==> src/rtl/crtc_pkg.sv <==
`timescale 1ns / 1ps

package crtc_pkg;

  // storage depth default
  localparam int REG_COUNT_DEF = 64;

  // index register keeps six bits
  localparam int IDX_W = 6;

  // register file addresses with special read or write behaviour
  localparam logic [IDX_W-1:0] REG_SECONDS  = 6'h00;
  localparam logic [IDX_W-1:0] REG_ALARM_S  = 6'h01;
  localparam logic [IDX_W-1:0] REG_MINUTES  = 6'h02;
  localparam logic [IDX_W-1:0] REG_ALARM_M  = 6'h03;
  localparam logic [IDX_W-1:0] REG_HOURS    = 6'h04;
  localparam logic [IDX_W-1:0] REG_ALARM_H  = 6'h05;
  localparam logic [IDX_W-1:0] REG_WEEKDAY  = 6'h06;
  localparam logic [IDX_W-1:0] REG_DAY      = 6'h07;
  localparam logic [IDX_W-1:0] REG_MONTH    = 6'h08;
  localparam logic [IDX_W-1:0] REG_YEAR     = 6'h09;
  localparam logic [IDX_W-1:0] REG_STATUS_A = 6'h0A;
  localparam logic [IDX_W-1:0] REG_STATUS_B = 6'h0B;
  localparam logic [IDX_W-1:0] REG_STATUS_C = 6'h0C;
  localparam logic [IDX_W-1:0] REG_STATUS_D = 6'h0D;
  localparam logic [IDX_W-1:0] REG_DIAG     = 6'h0E;
  localparam logic [IDX_W-1:0] REG_FLOPPY   = 6'h10;
  localparam logic [IDX_W-1:0] REG_DISK     = 6'h12;
  localparam logic [IDX_W-1:0] REG_EQUIP    = 6'h14;
  localparam logic [IDX_W-1:0] REG_BASE_LO  = 6'h15;
  localparam logic [IDX_W-1:0] REG_BASE_HI  = 6'h16;
  localparam logic [IDX_W-1:0] REG_EXT_LO   = 6'h17;
  localparam logic [IDX_W-1:0] REG_EXT_HI   = 6'h18;
  localparam logic [IDX_W-1:0] REG_DISK_C   = 6'h19;
  localparam logic [IDX_W-1:0] REG_DISK_D   = 6'h1A;
  localparam logic [IDX_W-1:0] REG_CENTURY  = 6'h33;

  // default bytes that do not follow from configuration
  localparam logic [7:0] DEF_STATUS_A = 8'h26;
  localparam logic [7:0] DEF_STATUS_B = 8'h02;
  localparam logic [7:0] DEF_STATUS_C = 8'h50;
  localparam logic [7:0] DEF_STATUS_D = 8'h80;
  localparam logic [7:0] DEF_DIAG     = 8'h00;
  localparam logic [7:0] DEF_DISK_TYP = 8'd47;
  localparam logic [7:0] DEF_CENTURY  = 8'hE1;

  // load-defaults sweep
  localparam int DEFAULT_COUNT  = 15;
  localparam int DEFAULT_STEP_W = 4;

  // configuration register indexes
  localparam logic [2:0] CFG_FLOPPY_COUNT = 3'd0;
  localparam logic [2:0] CFG_FLOPPY_A     = 3'd1;
  localparam logic [2:0] CFG_FLOPPY_B     = 3'd2;
  localparam logic [2:0] CFG_DISK_COUNT   = 3'd3;
  localparam logic [2:0] CFG_BASE_MEM     = 3'd4;
  localparam logic [2:0] CFG_EXT_MEM      = 3'd5;
  localparam logic [2:0] CFG_COPRO        = 3'd6;

  localparam logic [15:0] BASE_MEM_RESET = 16'd640;

  typedef enum logic [1:0] {
    CMD_INDEX = 2'd0,
    CMD_WRITE = 2'd1,
    CMD_READ  = 2'd2,
    CMD_LOAD  = 2'd3
  } crtc_cmd_t;

  typedef enum logic [1:0] {
    ST_IDLE,
    ST_READ,
    ST_LOAD
  } crtc_state_t;

  // how a read of a register is resolved
  typedef enum logic [1:0] {
    RK_CLOCK,
    RK_ALARM,
    RK_DATE,
    RK_PLAIN
  } crtc_rd_kind_t;

  typedef struct packed {
    logic [2:0]  floppy_count;
    logic [3:0]  floppy_a_type;
    logic [3:0]  floppy_b_type;
    logic [2:0]  disk_count;
    logic [15:0] base_mem_kb;
    logic [15:0] ext_mem_kb;
    logic        coprocessor_present;
  } crtc_cfg_t;

  // address written at each step of the defaults sweep
  function automatic logic [IDX_W-1:0] default_addr(input logic [DEFAULT_STEP_W-1:0] step);
    logic [IDX_W-1:0] a;
    case (step)
      4'd0:    a = REG_FLOPPY;
      4'd1:    a = REG_EQUIP;
      4'd2:    a = REG_DISK;
      4'd3:    a = REG_DISK_C;
      4'd4:    a = REG_DISK_D;
      4'd5:    a = REG_STATUS_A;
      4'd6:    a = REG_STATUS_B;
      4'd7:    a = REG_STATUS_C;
      4'd8:    a = REG_STATUS_D;
      4'd9:    a = REG_DIAG;
      4'd10:   a = REG_BASE_LO;
      4'd11:   a = REG_BASE_HI;
      4'd12:   a = REG_EXT_LO;
      4'd13:   a = REG_EXT_HI;
      4'd14:   a = REG_CENTURY;
      default: a = REG_SECONDS;
    endcase
    return a;
  endfunction

  // byte written at each step of the defaults sweep
  function automatic logic [7:0] default_byte(input logic [DEFAULT_STEP_W-1:0] step,
                                              input crtc_cfg_t cfg);
    logic [7:0] b;
    logic [2:0] fc_m1;
    logic [1:0] drives;
    logic       fc_nz;
    fc_nz  = (cfg.floppy_count != 3'd0);
    fc_m1  = fc_nz ? (cfg.floppy_count - 3'd1) : 3'd0;
    drives = (fc_m1 > 3'd3) ? 2'd3 : fc_m1[1:0];
    case (step)
      4'd0:    b = {fc_nz ? cfg.floppy_a_type : 4'h0,
                    (cfg.floppy_count > 3'd1) ? cfg.floppy_b_type : 4'h0};
      4'd1:    b = {drives, 4'b0000, cfg.coprocessor_present, fc_nz};
      4'd2:    b = {(cfg.disk_count != 3'd0) ? 4'hF : 4'h0,
                    (cfg.disk_count > 3'd1) ? 4'hF : 4'h0};
      4'd3:    b = DEF_DISK_TYP;
      4'd4:    b = DEF_DISK_TYP;
      4'd5:    b = DEF_STATUS_A;
      4'd6:    b = DEF_STATUS_B;
      4'd7:    b = DEF_STATUS_C;
      4'd8:    b = DEF_STATUS_D;
      4'd9:    b = DEF_DIAG;
      4'd10:   b = cfg.base_mem_kb[7:0];
      4'd11:   b = cfg.base_mem_kb[15:8];
      4'd12:   b = cfg.ext_mem_kb[7:0];
      4'd13:   b = cfg.ext_mem_kb[15:8];
      4'd14:   b = DEF_CENTURY;
      default: b = 8'h00;
    endcase
    return b;
  endfunction

endpackage

==> src/rtl/crtc_in_if.sv <==
`timescale 1ns / 1ps

interface crtc_in_if;
  logic       valid;
  logic       ready;
  logic [1:0] command;
  logic [7:0] data;
  logic [5:0] time_seconds;
  logic [5:0] time_minutes;
  logic [4:0] time_hours;
  logic [2:0] time_weekday;
  logic [4:0] time_day;
  logic [3:0] time_month;
  logic [7:0] time_year;

  modport source (
    output valid, command, data, time_seconds, time_minutes, time_hours,
           time_weekday, time_day, time_month, time_year,
    input  ready
  );

  modport sink (
    input  valid, command, data, time_seconds, time_minutes, time_hours,
           time_weekday, time_day, time_month, time_year,
    output ready
  );
endinterface

==> src/rtl/crtc_out_if.sv <==
`timescale 1ns / 1ps

interface crtc_out_if;
  logic       valid;
  logic       ready;
  logic [7:0] read_data;
  logic       unbacked;

  modport source (
    output valid, read_data, unbacked,
    input  ready
  );

  modport sink (
    input  valid, read_data, unbacked,
    output ready
  );
endinterface

==> src/rtl/crtc_ram.sv <==
`timescale 1ns / 1ps

module crtc_ram #(
  parameter int WIDTH = 8,
  parameter int DEPTH = 64,
  localparam int AW   = $clog2(DEPTH)
) (
  input  logic             clk,
  input  logic             we,
  input  logic [AW-1:0]    waddr,
  input  logic [WIDTH-1:0] wdata,
  input  logic [AW-1:0]    raddr,
  output logic [WIDTH-1:0] rdata
);

  logic [WIDTH-1:0] mem [DEPTH];

  // write port
  always_ff @(posedge clk) begin
    if (we) begin
      mem[waddr] <= wdata;
    end
  end

  // registered read port
  always_ff @(posedge clk) begin
    rdata <= mem[raddr];
  end

endmodule

==> src/rtl/crtc_ctrl.sv <==
`timescale 1ns / 1ps

module crtc_ctrl
  import crtc_pkg::*;
#(
  parameter int REG_COUNT = REG_COUNT_DEF,
  localparam int AW       = $clog2(REG_COUNT)
) (
  input  logic             clk,
  input  logic             rst_n,
  crtc_in_if.sink          in_ch,
  crtc_out_if.source       out_ch,
  input  crtc_cfg_t        cfg,
  output logic             ram_we,
  output logic [AW-1:0]    ram_waddr,
  output logic [7:0]       ram_wdata,
  output logic [AW-1:0]    ram_raddr,
  input  logic [7:0]       ram_rdata
);

  crtc_state_t              state_r, state_nxt;
  logic [IDX_W-1:0]         index_r, index_nxt;
  logic [REG_COUNT-1:0]     marks_r, marks_nxt;
  logic [DEFAULT_STEP_W-1:0] step_r, step_nxt;
  logic                     out_valid_r, out_valid_nxt;
  logic [7:0]               out_data_r, out_data_nxt;
  logic                     out_unb_r, out_unb_nxt;
  crtc_rd_kind_t            kind_r, kind_nxt;
  logic [7:0]               tbyte_r, tbyte_nxt;

  logic [REG_COUNT-1:0]     default_marks;
  logic [AW-1:0]            idx_a;
  logic                     in_fire;
  logic                     ro_reg;
  crtc_cmd_t                cmd;

  assign idx_a     = AW'(index_r);
  assign in_fire   = in_ch.valid && in_ch.ready;
  assign cmd       = crtc_cmd_t'(in_ch.command);
  assign ro_reg    = (index_r == REG_STATUS_C) || (index_r == REG_STATUS_D);
  assign ram_raddr = idx_a;

  assign in_ch.ready      = (state_r == ST_IDLE);
  assign out_ch.valid     = out_valid_r;
  assign out_ch.read_data = out_data_r;
  assign out_ch.unbacked  = out_unb_r;

  // marks left set by a defaults load
  always_comb begin
    default_marks = '0;
    for (int i = 0; i < DEFAULT_COUNT; i++) begin
      default_marks[AW'(default_addr(DEFAULT_STEP_W'(i)))] = 1'b1;
    end
  end

  // state register and control
  always_ff @(posedge clk) begin
    if (!rst_n) begin
      state_r     <= ST_IDLE;
      index_r     <= '0;
      marks_r     <= '0;
      step_r      <= '0;
      out_valid_r <= 1'b0;
    end else begin
      state_r     <= state_nxt;
      index_r     <= index_nxt;
      marks_r     <= marks_nxt;
      step_r      <= step_nxt;
      out_valid_r <= out_valid_nxt;
    end
  end

  // payload registers
  always_ff @(posedge clk) begin
    out_data_r <= out_data_nxt;
    out_unb_r  <= out_unb_nxt;
    kind_r     <= kind_nxt;
    tbyte_r    <= tbyte_nxt;
  end

  // next state, memory accesses and result
  always_comb begin
    state_nxt     = state_r;
    index_nxt     = index_r;
    marks_nxt     = marks_r;
    step_nxt      = step_r;
    out_valid_nxt = out_valid_r && !out_ch.ready;
    out_data_nxt  = out_data_r;
    out_unb_nxt   = out_unb_r;
    kind_nxt      = kind_r;
    tbyte_nxt     = tbyte_r;
    ram_we        = 1'b0;
    ram_waddr     = idx_a;
    ram_wdata     = in_ch.data;

    case (state_r)
      ST_IDLE: begin
        if (in_fire) begin
          case (cmd)
            CMD_INDEX: begin
              index_nxt = in_ch.data[IDX_W-1:0];
            end
            CMD_WRITE: begin
              if (!ro_reg) begin
                ram_we           = 1'b1;
                marks_nxt[idx_a] = 1'b1;
              end
            end
            CMD_READ: begin
              // classify the register and capture the live time byte
              tbyte_nxt = 8'h00;
              case (index_r)
                REG_SECONDS: begin
                  kind_nxt  = RK_CLOCK;
                  tbyte_nxt = {2'b00, in_ch.time_seconds};
                end
                REG_MINUTES: begin
                  kind_nxt  = RK_CLOCK;
                  tbyte_nxt = {2'b00, in_ch.time_minutes};
                end
                REG_HOURS: begin
                  kind_nxt  = RK_CLOCK;
                  tbyte_nxt = {3'b000, in_ch.time_hours};
                end
                REG_WEEKDAY: begin
                  kind_nxt  = RK_CLOCK;
                  tbyte_nxt = {5'b00000, in_ch.time_weekday};
                end
                REG_DAY: begin
                  kind_nxt  = RK_CLOCK;
                  tbyte_nxt = {3'b000, in_ch.time_day};
                end
                REG_ALARM_S, REG_ALARM_M, REG_ALARM_H: begin
                  kind_nxt = RK_ALARM;
                end
                REG_MONTH: begin
                  kind_nxt  = RK_DATE;
                  tbyte_nxt = {4'h0, in_ch.time_month};
                end
                REG_YEAR: begin
                  kind_nxt  = RK_DATE;
                  tbyte_nxt = in_ch.time_year;
                end
                default: begin
                  kind_nxt = RK_PLAIN;
                end
              endcase
              state_nxt = ST_READ;
            end
            CMD_LOAD: begin
              marks_nxt = default_marks;
              step_nxt  = '0;
              state_nxt = ST_LOAD;
            end
            default: begin
              state_nxt = ST_IDLE;
            end
          endcase
        end
      end

      ST_READ: begin
        // memory data is valid now; wait for a free output register
        if (!out_valid_r || out_ch.ready) begin
          out_valid_nxt = 1'b1;
          out_unb_nxt   = 1'b0;
          if (kind_r == RK_CLOCK) begin
            out_data_nxt = tbyte_r;
          end else if (marks_r[idx_a]) begin
            out_data_nxt = ram_rdata;
          end else if (kind_r == RK_PLAIN) begin
            out_data_nxt = 8'h00;
            out_unb_nxt  = 1'b1;
          end else begin
            out_data_nxt = tbyte_r;
          end
          state_nxt = ST_IDLE;
        end
      end

      ST_LOAD: begin
        // one default byte per cycle
        ram_we    = 1'b1;
        ram_waddr = AW'(default_addr(step_r));
        ram_wdata = default_byte(step_r, cfg);
        step_nxt  = step_r + 1'b1;
        if (step_r == DEFAULT_STEP_W'(DEFAULT_COUNT - 1)) begin
          state_nxt = ST_IDLE;
        end
      end

      default: begin
        state_nxt = ST_IDLE;
      end
    endcase
  end

`ifndef SYNTHESIS
  a_read_goes_to_read: assert property (@(posedge clk) disable iff (!rst_n)
    in_fire && (cmd == CMD_READ) |=> state_r == ST_READ)
    else $error("data read transfer did not enter read state");

  a_result_from_read: assert property (@(posedge clk) disable iff (!rst_n)
    $rose(out_valid_r) |-> $past(state_r) == ST_READ)
    else $error("result raised outside read state");

  a_ro_not_written: assert property (@(posedge clk) disable iff (!rst_n)
    ram_we && (state_r == ST_IDLE) |->
      (ram_waddr != AW'(REG_STATUS_C)) && (ram_waddr != AW'(REG_STATUS_D)))
    else $error("data write reached a read-only register");

  a_load_ends: assert property (@(posedge clk) disable iff (!rst_n)
    (state_r == ST_LOAD) && (step_r == DEFAULT_STEP_W'(DEFAULT_COUNT - 1))
      |=> state_r == ST_IDLE)
    else $error("defaults sweep overran");

  a_no_accept_busy: assert property (@(posedge clk) disable iff (!rst_n)
    (state_r == ST_LOAD) || (state_r == ST_READ) |-> !in_ch.ready)
    else $error("input accepted while busy");
`endif

endmodule

==> src/rtl/cmos_rtc_register_file_top.sv <==
`timescale 1ns / 1ps

// channel  direction  handshake         payload
// in_ch    sink       valid / ready     command, data, time_* fields
// out_ch   source     valid / ready     read_data, unbacked
// apb      slave      psel/penable      paddr[4:2] register index, pwdata
//
// index write: loads the index; data write: one memory write unless read-only
// data read: registered memory read, then the output register
// load defaults: one memory write per default byte over 15 steps
// reset clears the index and the written marks at once, no clearing pass
// a result waits in the output register; a later read holds until it is free

module cmos_rtc_register_file_top
  import crtc_pkg::*;
#(
  parameter int REG_COUNT = REG_COUNT_DEF,
  localparam int AW       = $clog2(REG_COUNT)
) (
  input  logic        clk,
  input  logic        rst_n,
  crtc_in_if.sink     in_ch,
  crtc_out_if.source  out_ch,
  input  logic        psel,
  input  logic        penable,
  input  logic        pwrite,
  input  logic [4:0]  paddr,
  input  logic [31:0] pwdata,
  output logic [31:0] prdata,
  output logic        pready
);

  crtc_cfg_t   cfg_r;
  logic [2:0]  cfg_idx;
  logic        cfg_wr;
  logic        ram_we;
  logic [AW-1:0] ram_waddr;
  logic [AW-1:0] ram_raddr;
  logic [7:0]  ram_wdata;
  logic [7:0]  ram_rdata;

  assign pready  = 1'b1;
  assign cfg_idx = paddr[4:2];
  assign cfg_wr  = psel && penable && pwrite && pready;

  // configuration registers
  always_ff @(posedge clk) begin
    if (!rst_n) begin
      cfg_r.floppy_count        <= '0;
      cfg_r.floppy_a_type       <= '0;
      cfg_r.floppy_b_type       <= '0;
      cfg_r.disk_count          <= '0;
      cfg_r.base_mem_kb         <= BASE_MEM_RESET;
      cfg_r.ext_mem_kb          <= '0;
      cfg_r.coprocessor_present <= 1'b0;
    end else if (cfg_wr) begin
      case (cfg_idx)
        CFG_FLOPPY_COUNT: cfg_r.floppy_count        <= pwdata[2:0];
        CFG_FLOPPY_A:     cfg_r.floppy_a_type       <= pwdata[3:0];
        CFG_FLOPPY_B:     cfg_r.floppy_b_type       <= pwdata[3:0];
        CFG_DISK_COUNT:   cfg_r.disk_count          <= pwdata[2:0];
        CFG_BASE_MEM:     cfg_r.base_mem_kb         <= pwdata[15:0];
        CFG_EXT_MEM:      cfg_r.ext_mem_kb          <= pwdata[15:0];
        CFG_COPRO:        cfg_r.coprocessor_present <= pwdata[0];
        default: begin
        end
      endcase
    end
  end

  // register read-back
  always_comb begin
    case (cfg_idx)
      CFG_FLOPPY_COUNT: prdata = {29'd0, cfg_r.floppy_count};
      CFG_FLOPPY_A:     prdata = {28'd0, cfg_r.floppy_a_type};
      CFG_FLOPPY_B:     prdata = {28'd0, cfg_r.floppy_b_type};
      CFG_DISK_COUNT:   prdata = {29'd0, cfg_r.disk_count};
      CFG_BASE_MEM:     prdata = {16'd0, cfg_r.base_mem_kb};
      CFG_EXT_MEM:      prdata = {16'd0, cfg_r.ext_mem_kb};
      CFG_COPRO:        prdata = {31'd0, cfg_r.coprocessor_present};
      default:          prdata = 32'd0;
    endcase
  end

  // sequencer and marks
  crtc_ctrl #(
    .REG_COUNT (REG_COUNT)
  ) u_ctrl (
    .clk       (clk),
    .rst_n     (rst_n),
    .in_ch     (in_ch),
    .out_ch    (out_ch),
    .cfg       (cfg_r),
    .ram_we    (ram_we),
    .ram_waddr (ram_waddr),
    .ram_wdata (ram_wdata),
    .ram_raddr (ram_raddr),
    .ram_rdata (ram_rdata)
  );

  // register store
  crtc_ram #(
    .WIDTH (8),
    .DEPTH (REG_COUNT)
  ) u_store (
    .clk   (clk),
    .we    (ram_we),
    .waddr (ram_waddr),
    .wdata (ram_wdata),
    .raddr (ram_raddr),
    .rdata (ram_rdata)
  );

endmodule

==> src/flat_wrapper.sv <==
// flat-port wrapper written by rule: the top's interface ports become plain ports
module cmos_rtc_register_file_top_flat import crtc_pkg::*;
#(
  parameter int REG_COUNT = REG_COUNT_DEF,
  localparam int AW       = $clog2(REG_COUNT)
)
  (clk, rst_n, psel, penable, pwrite, paddr, pwdata, prdata, pready, in_ch_valid, in_ch_command, in_ch_data, in_ch_time_seconds, in_ch_time_minutes, in_ch_time_hours, in_ch_time_weekday, in_ch_time_day, in_ch_time_month, in_ch_time_year, in_ch_ready, out_ch_valid, out_ch_read_data, out_ch_unbacked, out_ch_ready);
  crtc_in_if in_ch_i ();
  crtc_out_if out_ch_i ();
  input  logic clk;
  input  logic rst_n;
  input  logic psel;
  input  logic penable;
  input  logic pwrite;
  input  logic [4:0] paddr;
  input  logic [31:0] pwdata;
  output logic [31:0] prdata;
  output logic pready;
  input wire logic [$bits(in_ch_i.valid)-1:0] in_ch_valid;
  input wire logic [$bits(in_ch_i.command)-1:0] in_ch_command;
  input wire logic [$bits(in_ch_i.data)-1:0] in_ch_data;
  input wire logic [$bits(in_ch_i.time_seconds)-1:0] in_ch_time_seconds;
  input wire logic [$bits(in_ch_i.time_minutes)-1:0] in_ch_time_minutes;
  input wire logic [$bits(in_ch_i.time_hours)-1:0] in_ch_time_hours;
  input wire logic [$bits(in_ch_i.time_weekday)-1:0] in_ch_time_weekday;
  input wire logic [$bits(in_ch_i.time_day)-1:0] in_ch_time_day;
  input wire logic [$bits(in_ch_i.time_month)-1:0] in_ch_time_month;
  input wire logic [$bits(in_ch_i.time_year)-1:0] in_ch_time_year;
  output wire logic [$bits(in_ch_i.ready)-1:0] in_ch_ready;
  output wire logic [$bits(out_ch_i.valid)-1:0] out_ch_valid;
  output wire logic [$bits(out_ch_i.read_data)-1:0] out_ch_read_data;
  output wire logic [$bits(out_ch_i.unbacked)-1:0] out_ch_unbacked;
  input wire logic [$bits(out_ch_i.ready)-1:0] out_ch_ready;
  assign in_ch_i.valid = in_ch_valid;
  assign in_ch_i.command = in_ch_command;
  assign in_ch_i.data = in_ch_data;
  assign in_ch_i.time_seconds = in_ch_time_seconds;
  assign in_ch_i.time_minutes = in_ch_time_minutes;
  assign in_ch_i.time_hours = in_ch_time_hours;
  assign in_ch_i.time_weekday = in_ch_time_weekday;
  assign in_ch_i.time_day = in_ch_time_day;
  assign in_ch_i.time_month = in_ch_time_month;
  assign in_ch_i.time_year = in_ch_time_year;
  assign in_ch_ready = in_ch_i.ready;
  assign out_ch_valid = out_ch_i.valid;
  assign out_ch_read_data = out_ch_i.read_data;
  assign out_ch_unbacked = out_ch_i.unbacked;
  assign out_ch_i.ready = out_ch_ready;
  cmos_rtc_register_file_top #(.REG_COUNT(REG_COUNT)) u_core (.clk(clk), .rst_n(rst_n), .in_ch(in_ch_i), .out_ch(out_ch_i), .psel(psel), .penable(penable), .pwrite(pwrite), .paddr(paddr), .pwdata(pwdata), .prdata(prdata), .pready(pready));
endmodule
==> config.mk <==
export PLATFORM = sky130hd
export DESIGN_NAME = cmos_rtc_register_file_top_flat
export DESIGN_NICKNAME = d
export VERILOG_FILES = /design/src/rtl/crtc_pkg.sv /design/src/rtl/crtc_in_if.sv /design/src/rtl/crtc_out_if.sv /design/src/rtl/crtc_ram.sv /design/src/rtl/crtc_ctrl.sv /design/src/rtl/cmos_rtc_register_file_top.sv /design/src/flat_wrapper.sv
export SDC_FILE = /design/constraint.sdc
export NUM_CORES = 1
export LEC_CHECK = 0
export BUFFER_PORTS_ARGS = -buffer_cell sky130_fd_sc_hd__buf_4
export CORE_MARGIN = 10
export CORE_UTILIZATION = 60
export CTS_CLUSTER_DIAMETER = 80
export DETAILED_ROUTE_END_ITERATION = 10
export HOLD_SLACK_MARGIN = 0.02
export PLACE_DENSITY_LB_ADDON = 0.15
export SETUP_SLACK_MARGIN = 0.02
export SYNTH_ARGS = -nofsm -noshare
export SYNTH_HDL_FRONTEND = slang
export SYNTH_SLANG_ARGS = --single-unit
==> constraint.sdc <==
create_clock -name clk -period 6.1 [get_ports clk]
set_input_delay 1.22 -clock clk [delete_from_list [all_inputs] [get_ports clk]]
set_output_delay 1.22 -clock clk [all_outputs]
set_load 0.02 [all_outputs]
* After elaboration in Yosys (flattened, before gate mapping) *
Memories as Yosys holds them, arrays and structs flattened. A register that Yosys moved wholly into a read port is not among the register bits.
Cells that the tools add are included.

storage, ports and cells
  bits in writable memories = 512
  output and inout bits = 44
  register bits = 143
  bits in read-only memories = 96
  memories = 2

cells by class
  bitwise operators = 1
  add/sub/neg operators = 2
  mux-type cells = 40
  equality and inequality tests = 42
  $lt $le $gt $ge = 5
  reduce and logical (&&, ||, !) cells = 37

memory list
  name                depth  bits a word  read ports  clocked after memory_dff  wr ports  line            source
  u_core.u_store.mem  64     8            1           1                         1         crtc_ram.sv:16  logic [WIDTH-1:0] mem [DEPTH];
  (no name shown)     16     6            1           1                         0         crtc_pkg.sv:96  case (step)

operator list
  cell                                                 number
  one-hot mux 64 bit (2 select lines)                  1
  one-hot mux 16 bit (7 select lines)                  1
  one-hot mux 8 bit (13 select lines)                  1
  2-to-1 mux 64 bit                                    1
  bitwise OR 64 bit                                    1
  one-hot mux 8 bit (7 select lines)                   1
  2-to-1 mux 4 bit                                     8
  2-to-1 mux 8 bit                                     4
  equality test 4 bit, second input constant           6
  equality test 6 x 3 -> 1 bit, second input constant  4
  equality test 6 x 4 -> 1 bit, second input constant  4
  equality test 4 x 3 -> 1 bit, second input constant  4
  AND reduction 2 bit                                  8
  equality test 6 x 2 -> 1 bit, second input constant  2
  one-hot mux 2 bit (3 select lines)                   2
  2-to-1 mux 1 bit                                     10
  equality test 3 bit, second input constant           3
  AND reduction 3 bit                                  3
  equality test 2 bit, second input constant           4
  equality test 4 x 2 -> 1 bit, second input constant  2
  2-to-1 mux 2 bit                                     4
  one-hot mux 4 bit (2 select lines)                   1
  AND reduction 4 bit                                  2
  < comparator 6 x 7 -> 1 bit, second input constant   1
  31 further kinds                                     49

* Longest topological paths before layout *
  depth in word-level cells = 8
  gate-level depth with buffers = 9
  gate-level depth less buffers = 8

* By module *
A second synthesis with hierarchy kept.

second synthesis, totals
  cell total of the unflattened synthesis = 1796
  area, all modules = 27894.3 µm²

by module, submodules not included
  module                      cells an instance  instances  area each (µm²)
  crtc_ram                    940                1          20166.8
  crtc_ctrl                   599                1          5360.1
  cmos_rtc_register_file_top  257                1          2367.3

* Worst setup path before layout *
No wires, ideal clock.

  kind = register -> register
  start point = register u_core.u_ctrl.step_r[0]
  end point = memory u_core.u_store.mem[0][7], data pin
  library setup time = 0.702 ns
  data required time = 5.398 ns
  slack = 1.531 ns
  arrival = 3.867 ns
  cell stages (with the launch flop) = 8
  path through = dfxtp_1 > inv_1 > ha_1 > clkbuf_1 > a22oi_1 > a221oi_1 > a2111oi_0 > o21ai_0

on the way
  longest elaborated chain between the ends = 4
  elaborated cells on any way between the ends = 17
  those cells by class = 13 x eq/ne; 2 x mux; 2 x reduce/logical

RTL lines
  item                                                                                 line                              source
  start, declared                                                                      crtc_ctrl.sv:24                   logic [DEFAULT_STEP_W-1:0] step_r, step_nxt;
  start signal, assigned                                                               crtc_ctrl.sv:68                   step_r <= step_nxt;
  equality test 4 x 3 -> 1 bit / equality test 4 x 2 -> 1 bit (equally long branches)  crtc_pkg.sv:127                   case (step)
  OR reduction 2 bit (no line)                                                         -
  one-hot mux 8 bit (13 select lines) (*)                                              crtc_pkg.sv:127
  2-to-1 mux 8 bit (*)                                                                 crtc_ctrl.sv:96                   case (state_r)
  via u_core.ram_wdata[7]                                                              cmos_rtc_register_file_top.sv:39  logic [7:0] ram_wdata;
  end, declared                                                                        crtc_ram.sv:16

The timed path passes the listed nets; every way through them passes the cells marked *.

* Final worst setup path *
  start point = register u_core.u_ctrl.index_r[1], in the netlist u_core.u_ctrl.ram_raddr[1]
  end point = memory u_core.u_store.mem[48][7] (enable)

on the way
  longest elaborated chain between the ends = 8
  elaborated cells on any way between the ends = 10
  those cells by class = 2 x eq/ne; 7 x mux; 1 x reduce/logical

RTL lines
  item                                    line              source
  start, declared                         crtc_ctrl.sv:22   logic [IDX_W-1:0] index_r, index_nxt;
  start signal, assigned                  crtc_ctrl.sv:66   index_r <= index_nxt;
  equality test 6 x 4 -> 1 bit            crtc_ctrl.sv:40   assign ro_reg = (index_r == REG_STATUS_C) || (index_r == REG_STATUS_D);
  logical OR 1 bit                        crtc_ctrl.sv:40
  2-to-1 mux 1 bit                        crtc_ctrl.sv:104  if (!ro_reg) begin
  2-to-1 mux 1 bit                        crtc_ctrl.sv:99   case (cmd)
  2-to-1 mux 1 bit                        crtc_ctrl.sv:98   if (in_fire) begin
  one-hot mux 1 bit (2 select lines)      crtc_ctrl.sv:96
  2-to-1 mux 1 bit                        crtc_ram.sv:20    if (we) begin
  2-to-1 mux 1 bit (implied by the code)  crtc_ram.sv:21    mem[waddr] <= wdata;

Several ways; a longest one is shown, not always the timed one.

==> impl_metrics.py <==
metrics = {
    "status": {
        "outcome": "complete, no violations",
    },
    "logic_synthesis": {
        "ys_ff_latch": 669,
        "yosys_warnings": 0,
        "syn_inst": 1681,
        "synth_cell_type_count": 60,
        "netlist_area_mm2": 0.0276,
        "synth_area_leaders": "edfxtp_1, mux4_2, dfxtp_1",
        "synth_edf_count": 531,
        "synth_commonest_cells": "edfxtp_1, mux4_2, nor2_1",
        "synth_ff_type": "edfxtp_1",
        "async_flop_share_pct": 0,
        "yosysSeqAreaShare_pct": 67.8,
        "yosysMostFrequentCell": "edfxtp_1",
        "synth_top_area_share_pct": 57.8,
        "synth_top_area_cell": "edfxtp_1",
        "synth.avg_cell_area_um2": 16.4,
    },
    "floorplan": {
        "core_area_mm2": 0.0454,
        "fp.dieH_um": 234,
        "start_util_pct": 60.8,
        "fp.dieW_um": 234,
        "die_area_mm2": 0.0550,
        "ios": 135,
        "num_rows": 78,
    },
    "grt": {
        "first_global_vias": 15500,
        "grt.total_usage_pct": 23.7,
        "grt_pass1_wl_mm": 97.2,
        "grt_max_degree": 100,
        "grt_overflow_total": 0,
        "antenna_found_initial": 0,
    },
    "clock_tree": {
        "cts_buffers": 69,
        "cts_root_buf": "clkbuf_16",
        "holdBufCountCts": 0,
        "clock_sinks": 669,
        "cts_htree_levels": 3,
        "clk_pin_slew_worst_paths_ps": 60,
        "post_cts_buffers": 0,
        "clkLatencyLatePin_ps": 600,
        "ctsResizeCount": 0,
        "cts_max_path_buffers": 3,
        "cts_tree": "yes",
    },
    "layout": {
        "layout.cells.non_filler": 2420,
        "nets": 1869,
        "fin_util_pct": 68.4,
        "area_growth_pct": 12.5,
        "final_area_mm2": 0.0310,
        "drive_gt1_share_pct": 23.0,
        "antenna_cells": 0,
    },
    "critical_path": {
        "path_class": "register to register",
        "crit_arrival_ps": 4240,
        "start_kind": "register",
        "required_ps": 6300,
        "crit_path_end_kind": "register",
        "cp_max_fo": 59,
    },
    "placed_design": {
        "finalWeightedCongestion": 0.861,
        "place_inst": 2303,
        "hpwl_mm": 39.2,
        "dp_slack_ps": 1950,
        "postPlaceCellArea_mm2": 0.0288,
        "portBuffers": 99,
    },
    "drt": {
        "wl_per_cell_um": 26.6,
        "routed_via_density": 6.37,
        "first_pass_iters": 8,
        "drt-total-wl_mm": 64.4,
        "via_count": 15400,
        "detail-route-antenna-nets": 0,
        "drtIter0Drc": 1662,
        "drc": 0,
    },
    "sta": {
        "setup-tns-final_ps": 0,
        "min_period_over_period_pct": 66.1,
        "rsz0062_at_grt": "false",
        "tightest_slew_ps": 1320,
        "maxSlewHeadroom_pct": 11.8,
        "worst_slack_ps": 2070,
        "whs_ps": 465,
        "period_needed_ps": 4030,
        "setup_viol": 0,
        "finalMaxSlewViolations": 0,
        "fmax_mhz": 248,
        "clock_skew_ps": 28.2,
        "hold_viol": 0,
    },
    "power_and_ir_drop": {
        "irDropWorstVdd_v": 0.000263,
        "power_mw": 9.65,
        "power_density_mw_per_mm2": 311,
        "leakage_nw": 9.91,
    },
    "flow_run": {
        "maxCapViolations": 0,
    },
    "min_path": {
        "hold_class": "register to register",
    },
}
[sequential cells by signal (all words and copies together), names as in the netlist, 2 cells and up, named ones only]
name                            flops
u_core.u_store.mem                512
u_core.u_ctrl.marks_r              64
u_core.cfg_r                       47
u_core.u_ctrl.out_ch.read_data      8
u_core.u_ctrl.tbyte_r               8
u_core.u_store.rdata                8
u_core.u_ctrl.ram_raddr             6
u_core.u_ctrl.step_r                4
u_core.u_ctrl.kind_r                2
u_core.u_ctrl.state_r               2
[cells by family after synthesis]
group / after synthesis / synth area share, %
fa+ha+maj: 5 / 0.218
compound gates: 219 / 5.35
simple gates: 395 / 6.53
flops: 669 / 67.8
buf+inv: 137 / 2.57
other cells: 2 / 0.0272
mux: 254 / 17.5
[power breakdown]
| group | switching [mW] | total (mW) | internal, mW |
|---|---|---|---|
| Combinational | 0.314 | 0.502 | 0.189 |
| Sequential | 0.0224 | 5.00 | 4.98 |
| Clock | 1.66 | 4.15 | 2.48 |
| Total | 2.00 | 9.65 | 7.66 |
[final cells by class]
type,count,area [um2]
Fill cell,2957,14300
Inverter,19,71.3
Clock inverter,26,320
Tap cell,600,751
Sequential cell,669,18700
Timing Repair Buffer,125,951
Clock buffer,91,1870
Multi-Input combinational cell,890,8360
[metal layers]
metal | global-route usage [%] | share of wire (%) | vias up
met4 | 7.43 | 2.4 | 0
met1 | 32.0 | 40 | 7886
met5 | 0 | 0 | -
met2 | 39.2 | 50 | 651
li1 | - | - | 6762
met3 | 3.79 | 7.4 | 111
[critical path, cell delays in order (launching register included)]
cell	delay, ps
dfxtp_4	880
nor2b_1	320
nand2_1	170
nand2_1	60
o32ai_1	720
nand2_1	660
nor2_1	830
[worst paths after layout]
check	endpoint	start	cells after the start	slack (ps)
setup / recovery	u_core.u_store.mem[48][7]	u_core.u_ctrl.ram_raddr[1]	6	2070
hold / removal	u_core.u_ctrl.marks_r[46]	u_core.u_ctrl.marks_r[46]	2	470
setup reg to reg	u_core.u_store.mem[48][7]	u_core.u_ctrl.ram_raddr[1]	6	2070
hold reg to reg	u_core.u_ctrl.marks_r[46]	u_core.u_ctrl.marks_r[46]	2	470
[placed cells by master (no fill, tap or decap), drive strengths merged, types with 3 or more instances in the layout]
| cell | instances |
|---|---|
| conb | 17 |
| a21boi | 18 |
| and2 | 7 |
| buf | 125 |
| nand3 | 11 |
| a221oi | 5 |
| a2111oi | 4 |
| a32o | 3 |
| nor4 | 3 |
| a211oi | 13 |
| a31oi | 14 |
| dfxtp | 138 |
| ha | 4 |
| and3 | 6 |
| nand2 | 91 |
| clkinv | 16 |
| a22oi | 11 |
| nor2b | 61 |
| o2111ai | 8 |
| nand2b | 11 |
| o21a | 4 |
| a41oi | 4 |
| mux4 | 183 |
| bufinv | 8 |
| nor2 | 176 |
| edfxtp | 531 |
| mux2 | 4 |
| clkbuf | 91 |
| a222oi | 4 |
| a21oi | 61 |
| a22o | 5 |
| o22ai | 4 |
| o31ai | 6 |
| nand3b | 8 |
| inv | 20 |
| o211a | 8 |
| o21ai | 32 |
| nor3 | 11 |
| mux2i | 67 |
| or4 | 3 |
Power figures use the tool's default switching activity.
